## config.mk

```make
export PLATFORM = sky130hd
export DESIGN_NAME = hksl_ctrl
export DESIGN_NICKNAME = d
export VERILOG_FILES = /design/src/rtl/hashed_key_slot_lookup_assert.svh /design/src/rtl/hksl_pkg.sv /design/src/rtl/hksl_ctrl.sv
export SDC_FILE = /design/constraint.sdc
export NUM_CORES = 1
export LEC_CHECK = 0
export ABC_AREA = 0
export BUFFER_PORTS_ARGS = -buffer_cell sky130_fd_sc_hd__buf_2
export CORE_AREA = 2 2 39 41
export CTS_CLUSTER_SIZE = 25
export DETAILED_ROUTE_END_ITERATION = 12
export DIE_AREA = 0 0 41 43
export PLACE_DENSITY = 0.65
export SYNTH_ARGS = -nofsm -noshare
export SYNTH_HDL_FRONTEND = slang
export SYNTH_SLANG_ARGS = --single-unit
```

## constraint.sdc

```tcl
create_clock -name i_clk -period 3.2 [get_ports i_clk]
set_clock_uncertainty 0.15 [all_clocks]
set_input_delay 0.16 -clock i_clk [delete_from_list [all_inputs] [get_ports i_clk]]
set_output_delay 0.16 -clock i_clk [all_outputs]
set_load 0.01 [all_outputs]
```

## src/rtl/hashed_key_slot_lookup_assert.svh

```systemverilog
// assertion macros for the hashed key slot lookup datapath
`ifndef HASHED_KEY_SLOT_LOOKUP_ASSERT_SVH
`define HASHED_KEY_SLOT_LOOKUP_ASSERT_SVH

// same-cycle implication, held off while reset is low
`define HKSL_ASSERT_IMPL(lbl, clk, rst_n, ante, cons) \
    lbl: assert property (@(posedge clk) disable iff (!rst_n) (ante) |-> (cons)) \
        else $error("hksl: same-cycle check failed");

// next-cycle implication, held off while reset is low
`define HKSL_ASSERT_NEXT(lbl, clk, rst_n, ante, cons) \
    lbl: assert property (@(posedge clk) disable iff (!rst_n) (ante) |=> (cons)) \
        else $error("hksl: next-cycle check failed");

`endif

```

## src/rtl/hksl_pkg.sv

```systemverilog
// shared constants and controller/datapath interface types for the slot lookup
`default_nettype none

package hksl_pkg;

    localparam int unsigned BYTE_W      = 8;
    localparam int unsigned HASH_W      = 32;
    localparam int unsigned SLOT_W      = 10;
    localparam int unsigned MOD_CNT_W   = 2;
    localparam int unsigned IN_TDATA_W  = 8;
    localparam int unsigned OUT_TDATA_W = 48;
    localparam int unsigned OUT_PAD_W   = OUT_TDATA_W - SLOT_W - HASH_W;
    localparam int unsigned OUT_TUSER_W = 2;

    localparam logic [HASH_W-1:0] FNV_BASIS = 32'd2166136261;
    localparam logic [HASH_W-1:0] FNV_PRIME = 32'd16777619;

    typedef struct packed {
        logic clear_wr;
        logic accept;
        logic mod_step;
        logic issue_rd;
        logic probe;
        logic load_out;
    } t_dp_cmd;

    typedef struct packed {
        logic clear_last;
        logic mod_last;
        logic hit;
        logic exhausted;
        logic out_free;
    } t_dp_stat;

endpackage

`default_nettype wire

```

## src/rtl/hksl_ctrl.sv

```systemverilog
// sequencing state machine: clearing pass, byte intake, modulo, probing, result hand-off
`default_nettype none

module hksl_ctrl (
    input  wire logic              i_clk,
    input  wire logic              i_rst_n,
    input  wire logic              i_in_valid,
    input  wire logic              i_in_last,
    input  wire hksl_pkg::t_dp_stat i_stat,
    output hksl_pkg::t_dp_cmd      o_cmd,
    output logic                   o_in_ready
);

    typedef enum logic [5:0] {
        S_CLEAR  = 6'b000001,
        S_IDLE   = 6'b000010,
        S_MOD    = 6'b000100,
        S_ISSUE  = 6'b001000,
        S_CHECK  = 6'b010000,
        S_RESULT = 6'b100000
    } t_state;

    t_state r_state;
    t_state n_state;

    always_ff @(posedge i_clk) begin
        if (!i_rst_n) begin
            r_state <= S_CLEAR;
        end else begin
            r_state <= n_state;
        end
    end

    assign o_in_ready = (r_state == S_IDLE);

    always_comb begin
        n_state = r_state;
        o_cmd   = '0;
        case (r_state)
            S_CLEAR: begin
                o_cmd.clear_wr = 1'b1;
                if (i_stat.clear_last) begin
                    n_state = S_IDLE;
                end
            end
            S_IDLE: begin
                o_cmd.accept = i_in_valid;
                if (i_in_valid && i_in_last) begin
                    n_state = S_MOD;
                end
            end
            S_MOD: begin
                o_cmd.mod_step = 1'b1;
                if (i_stat.mod_last) begin
                    n_state = S_ISSUE;
                end
            end
            S_ISSUE: begin
                o_cmd.issue_rd = 1'b1;
                n_state        = S_CHECK;
            end
            S_CHECK: begin
                o_cmd.probe = 1'b1;
                if (i_stat.hit || i_stat.exhausted) begin
                    n_state = S_RESULT;
                end
            end
            S_RESULT: begin
                // wait here only if the previous result has not been taken
                if (i_stat.out_free) begin
                    o_cmd.load_out = 1'b1;
                    n_state        = S_IDLE;
                end
            end
            default: begin
                n_state = S_CLEAR;
            end
        endcase
    end

endmodule

`default_nettype wire

```

==> flow_metrics.env, run 1 <==
export IMPL_outcome="finished, final reports clean"
export IMPL_die_y_um=43
export IMPL_cts_root_buf="clkbuf_4"
export IMPL_rsz0062_at_grt="no"
export IMPL_antenna_found_initial=0
export IMPL_path_max_fanout=10
export IMPL_core_mm2=0.00138
export IMPL_cts_resized=0
export IMPL_vias=458
export IMPL_worst_pin_slew_ns=0.361
export IMPL_start_util=0.322
export IMPL_regMostFlops="r_state"
export IMPL_hold_viol_final=0
export IMPL_p_per_area_mw_per_mm2=430
export IMPL_wire_per_inst_um=11.7
export IMPL_grt_pass1_wl_um=1480
export IMPL_hpwl_um=766
export IMPL_cts_max_level=1
export IMPL_syn_area_um2=445
export IMPL_endpoint_kind="primary output"
export IMPL_design_area_um2=544
export IMPL_numCtsBuffers=3
export IMPL_cts_sinks=6
export IMPL_drv_slew=0
export IMPL_path_cells="or4_4 -> or3b_1 -> inv_1 -> buf_2"
export IMPL_dpl_instance_area_um2=522
export IMPL_antennaDiodeCount=0
export IMPL_via_per_inst=5.33
export IMPL_cp_slowest_cell="or4_4"
export IMPL_drc_errors=0
export IMPL_first_iter_violations=7
export IMPL_clkTransAtPathRegs_ns=0.05
export IMPL_setup_viol=0
export IMPL_power_uw=234
export IMPL_largest_register_ff_count=6
export IMPL_yosysWarnings=0
export IMPL_critPathTopFamily="simple AND/OR/NAND/NOR gates"
export IMPL_std_cell_rows=14
export IMPL_cp_required_ns=2.89
export IMPL_post_cts_setup_buffer_count=0
export IMPL_yosysTopAreaCellShare=0.270
export IMPL_clk_latency_ns=0.25
export IMPL_period_needed_ns=2.06
export IMPL_grt_use_total=0.127
export IMPL_hold_class="input port to flop"
export IMPL_worst_path_largest_cell_delay_ns=0.55
export IMPL_clockBufferDepth=2
export IMPL_grt_pass1_vias=387
export IMPL_path_buf_inv=2
export IMPL_tritoncts="built"
export IMPL_fin_tns_setup_ns=0
export IMPL_p_leak_nw=0.248
export IMPL_hold_worst_slack_ns=0.0373
export IMPL_crit_type="flop to primary output"
export IMPL_postCtsHoldBufs=0
export IMPL_cp_arrival_ns=1.75
export IMPL_post_route_period_util=0.644
export IMPL_fmax_ghz=0.485
export IMPL_gp_congestion=0.760
export IMPL_grt_max_degree=13
export IMPL_synth_top_cell_by_area="dfxtp_1"
export IMPL_die_w_um=41
export IMPL_port_buffers=15
export IMPL_relSlewSlack=0.757
export IMPL_yosys_register_bits=6
export IMPL_ios=16
export IMPL_ir_drop_uv=183
export IMPL_synthToLayoutAreaGrowth_pct=22.2
export IMPL_drive_above_1_share=0.329
export IMPL_largest_registers="r_state (6)"
export IMPL_synth_seq_area_share=0.270
export IMPL_postRouteAntennaNets=0
export IMPL_syn_nets=64
export IMPL_yosysUniqueCellTypes=29
export IMPL_cap_viol_max_count=0
export IMPL_grt_overflow=0
export IMPL_drt_total_wl_um=1000
export IMPL_synthCells=55
export IMPL_ys_top_cells_by_area="dfxtp_1, nand3b_1, nor3b_1"
export IMPL_syn_mean_instance_area_um2=8.10
export IMPL_critPathLaunchType="flop"
export IMPL_die_area_mm2=0.00176
export IMPL_nets=81
export IMPL_firstDrtPassIters=4
-- power breakdown --
part,total [mW],leakage (nW),switching [mW],internal [mW]
clock network,0.0688,0.0138,0.0264,0.0424
registers,0.0965,0.0490,0.0149,0.0815
logic,0.0689,0.185,0.0320,0.0369
total,0.234,0.248,0.0733,0.161
-- synthesized netlist by cell type --
cell and instances:
or3_1 1, or3b_1 1, inv_1 2, and2_1 2, a21oi_1 1, nor3_1 2, o41ai_1 1, or4_1 1
nand2b_1 2, nand3_1 1, o21ai_0 1, nand3b_1 4, nor4b_1 1, nor2_1 5, a31oi_1 1, or4b_4 1
buf_6 1, nand2_1 3, a21boi_0 3, dfxtp_1 6, xor2_1 1, a22oi_1 1, nor3b_1 4, nor4_1 1
nand4_1 1, clkbuf_1 2, or3b_2 2, o21a_1 1, or4_4 2
-- path summary, 6_finish.rpt --
| kind | endpoint | depth (start not counted) | start | slack [ns] |
|---|---|---|---|---|
| setup / recovery | o_cmd[5] | 4 | r_state[2] | 1.14 |
| hold / removal | r_state[3] | 3 | i_rst_n | 0.04 |
| setup reg to reg | r_state[0] | 4 | r_state[3] | 1.23 |
| hold reg to reg | r_state[4] | 2 | r_state[3] | 0.49 |
-- routing by layer --
metal,GRT usage,up-vias,part of all wire
met5,0,-,0
met4,0.0800,0,0.015
met3,0.0471,4,0.038
met2,0.200,10,0.50
met1,0.133,208,0.44
li1,-,236,-
-- metrics by stage --
step / util / std cells / setup slack, ns
after floorplan: - / 55 / 1.32
after global placement: 0.377 / 83 / 1.22
after detailed placement: 0.377 / 83 / 1.23
after CTS: 0.393 / 86 / 1.13
after global routing: 0.393 / 86 / 1.03
final: 0.393 / 86 / 1.14
-- layout by cell type, fill, tap and decap left out --
cell type | netlist | routed
a21boi_0 | 3 | 3
a21oi_1 | 1 | 1
a22oi_1 | 1 | 1
a31oi_1 | 1 | 1
and2_1 | 2 | 2
buf_2 | 0 | 15
clkbuf_4 | 0 | 3
dfxtp_1 | 6 | 6
inv_1 | 2 | 2
nand2_1 | 3 | 3
nand2b_1 | 2 | 2
nand3_1 | 1 | 1
nand3b_1 | 4 | 4
nand4_1 | 1 | 1
nor2_1 | 5 | 5
nor3_1 | 2 | 2
nor3b_1 | 4 | 4
nor4_1 | 1 | 1
nor4b_1 | 1 | 1
o21a_1 | 1 | 1
o21ai_0 | 1 | 1
o41ai_1 | 1 | 1
or3_1 | 1 | 1
or3b_1 | 1 | 1
or3b_2 | 2 | 2
or4_1 | 1 | 1
or4_4 | 2 | 2
or4b_4 | 1 | 1
xor2_1 | 1 | 1
-- cells by family (layout without fill, tap and decap cells) --
family          Yosys count  after routing  synth area share
compound gates            9              9             0.140
xor+xnor                  1              1            0.0197
buf+inv                   5             20            0.0590
flops                     6              6             0.270
simple gates             34             34             0.511
-- worst reg2reg max path: cells and delay by family (launching register included) --
kind | cells | cell delay, ns
compound gates | 1 | 0.09
flops | 1 | 0.37
simple gates | 3 | 1.25
-- final cells by class --
type                            instances  area [um2]
Fill cell                             145         840
Multi-Input combinational cell         44         299
Sequential cell                         6         120
Timing Repair Buffer                   15        75.1
Clock buffer                            3        22.5
Tap cell                               16        20.0
Inverter                                2        7.51
Note: power is estimated with default switching activity, not from simulation.
==> inputs of run 2 (changes only) <==
--- a/config.mk
+++ b/config.mk
@@ -5,13 +5,13 @@
 export SDC_FILE = /design/constraint.sdc
 export NUM_CORES = 1
 export LEC_CHECK = 0
-export ABC_AREA = 0
+export ABC_AREA = 1
 export BUFFER_PORTS_ARGS = -buffer_cell sky130_fd_sc_hd__buf_2
 export CORE_AREA = 2 2 39 41
 export CTS_CLUSTER_SIZE = 25
 export DETAILED_ROUTE_END_ITERATION = 12
 export DIE_AREA = 0 0 41 43
-export PLACE_DENSITY = 0.65
+export PLACE_DENSITY = 0.66
 export SYNTH_ARGS = -nofsm -noshare
 export SYNTH_HDL_FRONTEND = slang
 export SYNTH_SLANG_ARGS = --single-unit
==> constraint.sdc (replaced) <==
create_clock -name i_clk -period 1.75 [get_ports i_clk]
set_clock_uncertainty 0.15 [all_clocks]
set_input_delay 0.0875 -clock i_clk [delete_from_list [all_inputs] [get_ports i_clk]]
set_output_delay 0.0875 -clock i_clk [all_outputs]
set_load 0.01 [all_outputs]
==> run 2 against run 1 <==
Critical path type unchanged. Sequential power up 120%. Die area did not move. Global-route usage grew 2.3 points. Critical path depth is the same. Sequential cell count stayed put. Register-to-register slack lost 0.90 ns. Combinational power rose to 5.6 times the previous value. Wire length up 6.3%. Cell count rose by 28%. Highest routed layer unchanged. Power increased to 3.1 times the previous value. Core utilization up 1.2 points.
==> flow_metrics.env, run 2 <==
export IMPL_crit_type="flop to primary output"
export IMPL_die_y_um=43
export IMPL_hold_depth=6
export IMPL_core_mm2=0.00138
export IMPL_antennaDiodeCount=0
export IMPL_synth_edf_count=0
export IMPL_hold_class="input port to flop"
export IMPL_nets=105
export IMPL_r2r_slack_ns=0.33
export IMPL_worst_pin_slew_ns=0.357
export IMPL_firstDrtPassIters=4
export IMPL_p_per_area_mw_per_mm2=1290
export IMPL_drive_above_1_share=0.255
export IMPL_cts_resized=0
export IMPL_yosysTopAreaCellShare=0.277
export IMPL_fill_cells=145
export IMPL_die_area_mm2=0.00176
export IMPL_antenna_found_initial=0
export IMPL_grt_pass1_wl_um=1800
export IMPL_hold_viol_final=0
export IMPL_startpoint="r_state[4]"
export IMPL_std_cell_rows=14
export IMPL_vias=507
export IMPL_wire_per_inst_um=9.68
export IMPL_drt_total_wl_um=1070
export IMPL_r2r_start="r_state[2]"
export IMPL_yosys_most_used_dff="dfxtp_1"
export IMPL_numCtsBuffers=3
export IMPL_path_max_fanout=7
export IMPL_postRouteAntennaNets=0
export IMPL_synthToLayoutAreaGrowth_pct=29.5
export IMPL_synth_top_cell_by_area="dfxtp_1"
export IMPL_cts_max_level=1
export IMPL_syn_nets=84
export IMPL_drv_slew=0
export IMPL_largest_registers="r_state (6)"
export IMPL_die_w_um=41
export IMPL_synthArstFlopShare=0
export IMPL_grt_overflow=0
export IMPL_first_iter_violations=11
export IMPL_synth_seq_area_share=0.277
export IMPL_postCtsHoldBufs=1
export IMPL_cp_slowest_cell="dfxtp_1"
export IMPL_clk_latency_ns=0.25
export IMPL_critPathLaunchType="flop"
export IMPL_tritoncts="built"
export IMPL_grt_use_total=0.150
export IMPL_yosysWarnings=0
export IMPL_p_leak_nw=0.352
export IMPL_ys_top_cells_by_area="dfxtp_1, inv_1, nor2_1"
export IMPL_outcome="finished, final reports clean"
export IMPL_port_buffers=15
export IMPL_synthCells=75
export IMPL_cts_root_buf="clkbuf_4"
export IMPL_largest_register_ff_count=6
export IMPL_worst_path_largest_cell_delay_ns=0.33
export IMPL_clockBufferDepth=2
export IMPL_fin_tns_setup_ns=0
export IMPL_setup_viol=0
export IMPL_hold_worst_slack_ns=0.0892
export IMPL_cts_sinks=6
export IMPL_grt_pass1_vias=464
export IMPL_yosys_register_bits=6
export IMPL_crit_end="o_cmd[2]"
export IMPL_rsz0062_at_grt="no"
export IMPL_path_cells="nor2_4 -> nand2_1 -> nor3_1 -> buf_2"
export IMPL_grt_max_degree=8
export IMPL_fmax_ghz=0.638
export IMPL_hpwl_um=859
export IMPL_reg2reg_depth=7
export IMPL_endpoint_kind="primary output"
export IMPL_post_cts_setup_buffer_count=0
export IMPL_regMostFlops="r_state"
export IMPL_final_cell_mix="inv_1, nor2_1, buf_2, nand2_1, nand3_1"
export IMPL_syn_mean_instance_area_um2=5.77
export IMPL_cp_required_ns=1.51
export IMPL_r2r_end="r_state[1]"
export IMPL_via_per_inst=4.61
export IMPL_cp_arrival_ns=1.33
export IMPL_relSlewSlack=0.760
export IMPL_start_util=0.313
export IMPL_syn_area_um2=433
export IMPL_ir_drop_uv=470
export IMPL_post_route_period_util=0.896
export IMPL_yosysUniqueCellTypes=13
export IMPL_pre_cts_slack_ns=0.369
export IMPL_layout_setup_ws_ns=0.182
export IMPL_cap_viol_max_count=0
export IMPL_period_needed_ns=1.57
export IMPL_drc_errors=0
export IMPL_clkTransAtPathRegs_ns=0.04
export IMPL_gp_congestion=0.981
export IMPL_ios=16
export IMPL_ys_top_cells_by_count="inv_1, nor2_1, nand2_1"
-- run 2: cell count changes in the layout (fill, tap and decap cells not counted), moves of 3 or more --
cell and change:
a21boi_0 -3, nand4_1 +4, nor2_1 +14, inv_1 +17
nand2_1 +7, nand3b_1 -4, nand3_1 +6, nor3b_1 -4
-- run 2: worst max-delay path, delay by kind of cell, from the launching register on --
kind / cells / cell delay, ns
flip-flops: 1 / 0.33
buffers and inverters: 1 / 0.20
AND/OR/NAND/NOR: 3 / 0.54
-- run 2: kinds of logic after synthesis --
| family | Yosys count | synth area share |
|---|---|---|
| compound gates | 1 | 0.0115 |
| buf+inv | 19 | 0.165 |
| flops | 6 | 0.277 |
| simple gates | 49 | 0.546 |
-- run 2: final cells by class --
type,count,area [um2],area share
tap,16,20.0,0.0357
inverter,19,71.3,0.127
sequential,6,120,0.214
clock buffer,3,22.5,0.0402
timing repair buffer,16,85.1,0.152
multi-input combinational,50,241,0.431
-- run 2: through the flow --
stage,std cells,power [mW],cell area [um2],utilization
after floorplan,75,0.492,433,-
after global placement,106,0.588,528,0.382
after detailed placement,106,0.590,528,0.382
after CTS,110,0.724,561,0.405
after global routing,110,0.801,561,0.405
final,110,0.723,561,0.405
-- run 2: routing by layer --
layer	vias up	share of wire	track usage
li1	269	-	-
met1	208	0.47	0.203
met2	25	0.39	0.200
met3	5	0.091	0.0209
met4	0	0.042	0.120
met5	-	0	0
-- run 2: report_power, final --
part / total [mW] / leakage (nW) / switching, mW / internal [mW]
logic: 0.385 / 0.289 / 0.247 / 0.138
clock network: 0.130 / 0.0138 / 0.0520 / 0.0777
registers: 0.209 / 0.0491 / 0.0345 / 0.174
-- run 2: how the worst min path moves through the flow --
| stage | slack [ns] | from | end |
|---|---|---|---|
| 2_1_floorplan | 0.02 | i_rst_n | r_state[0] |
| 3_3_place_gp | 0.17 | i_rst_n | r_state[0] |
| 3_5_place_dp | 0.18 | i_rst_n | r_state[0] |
| 4_1_cts | 0.09 | i_stat[4] | r_state[0] |
| 5_1_grt | 0.14 | i_stat[4] | r_state[0] |
| 6_report | 0.09 | i_stat[2] | r_state[4] |
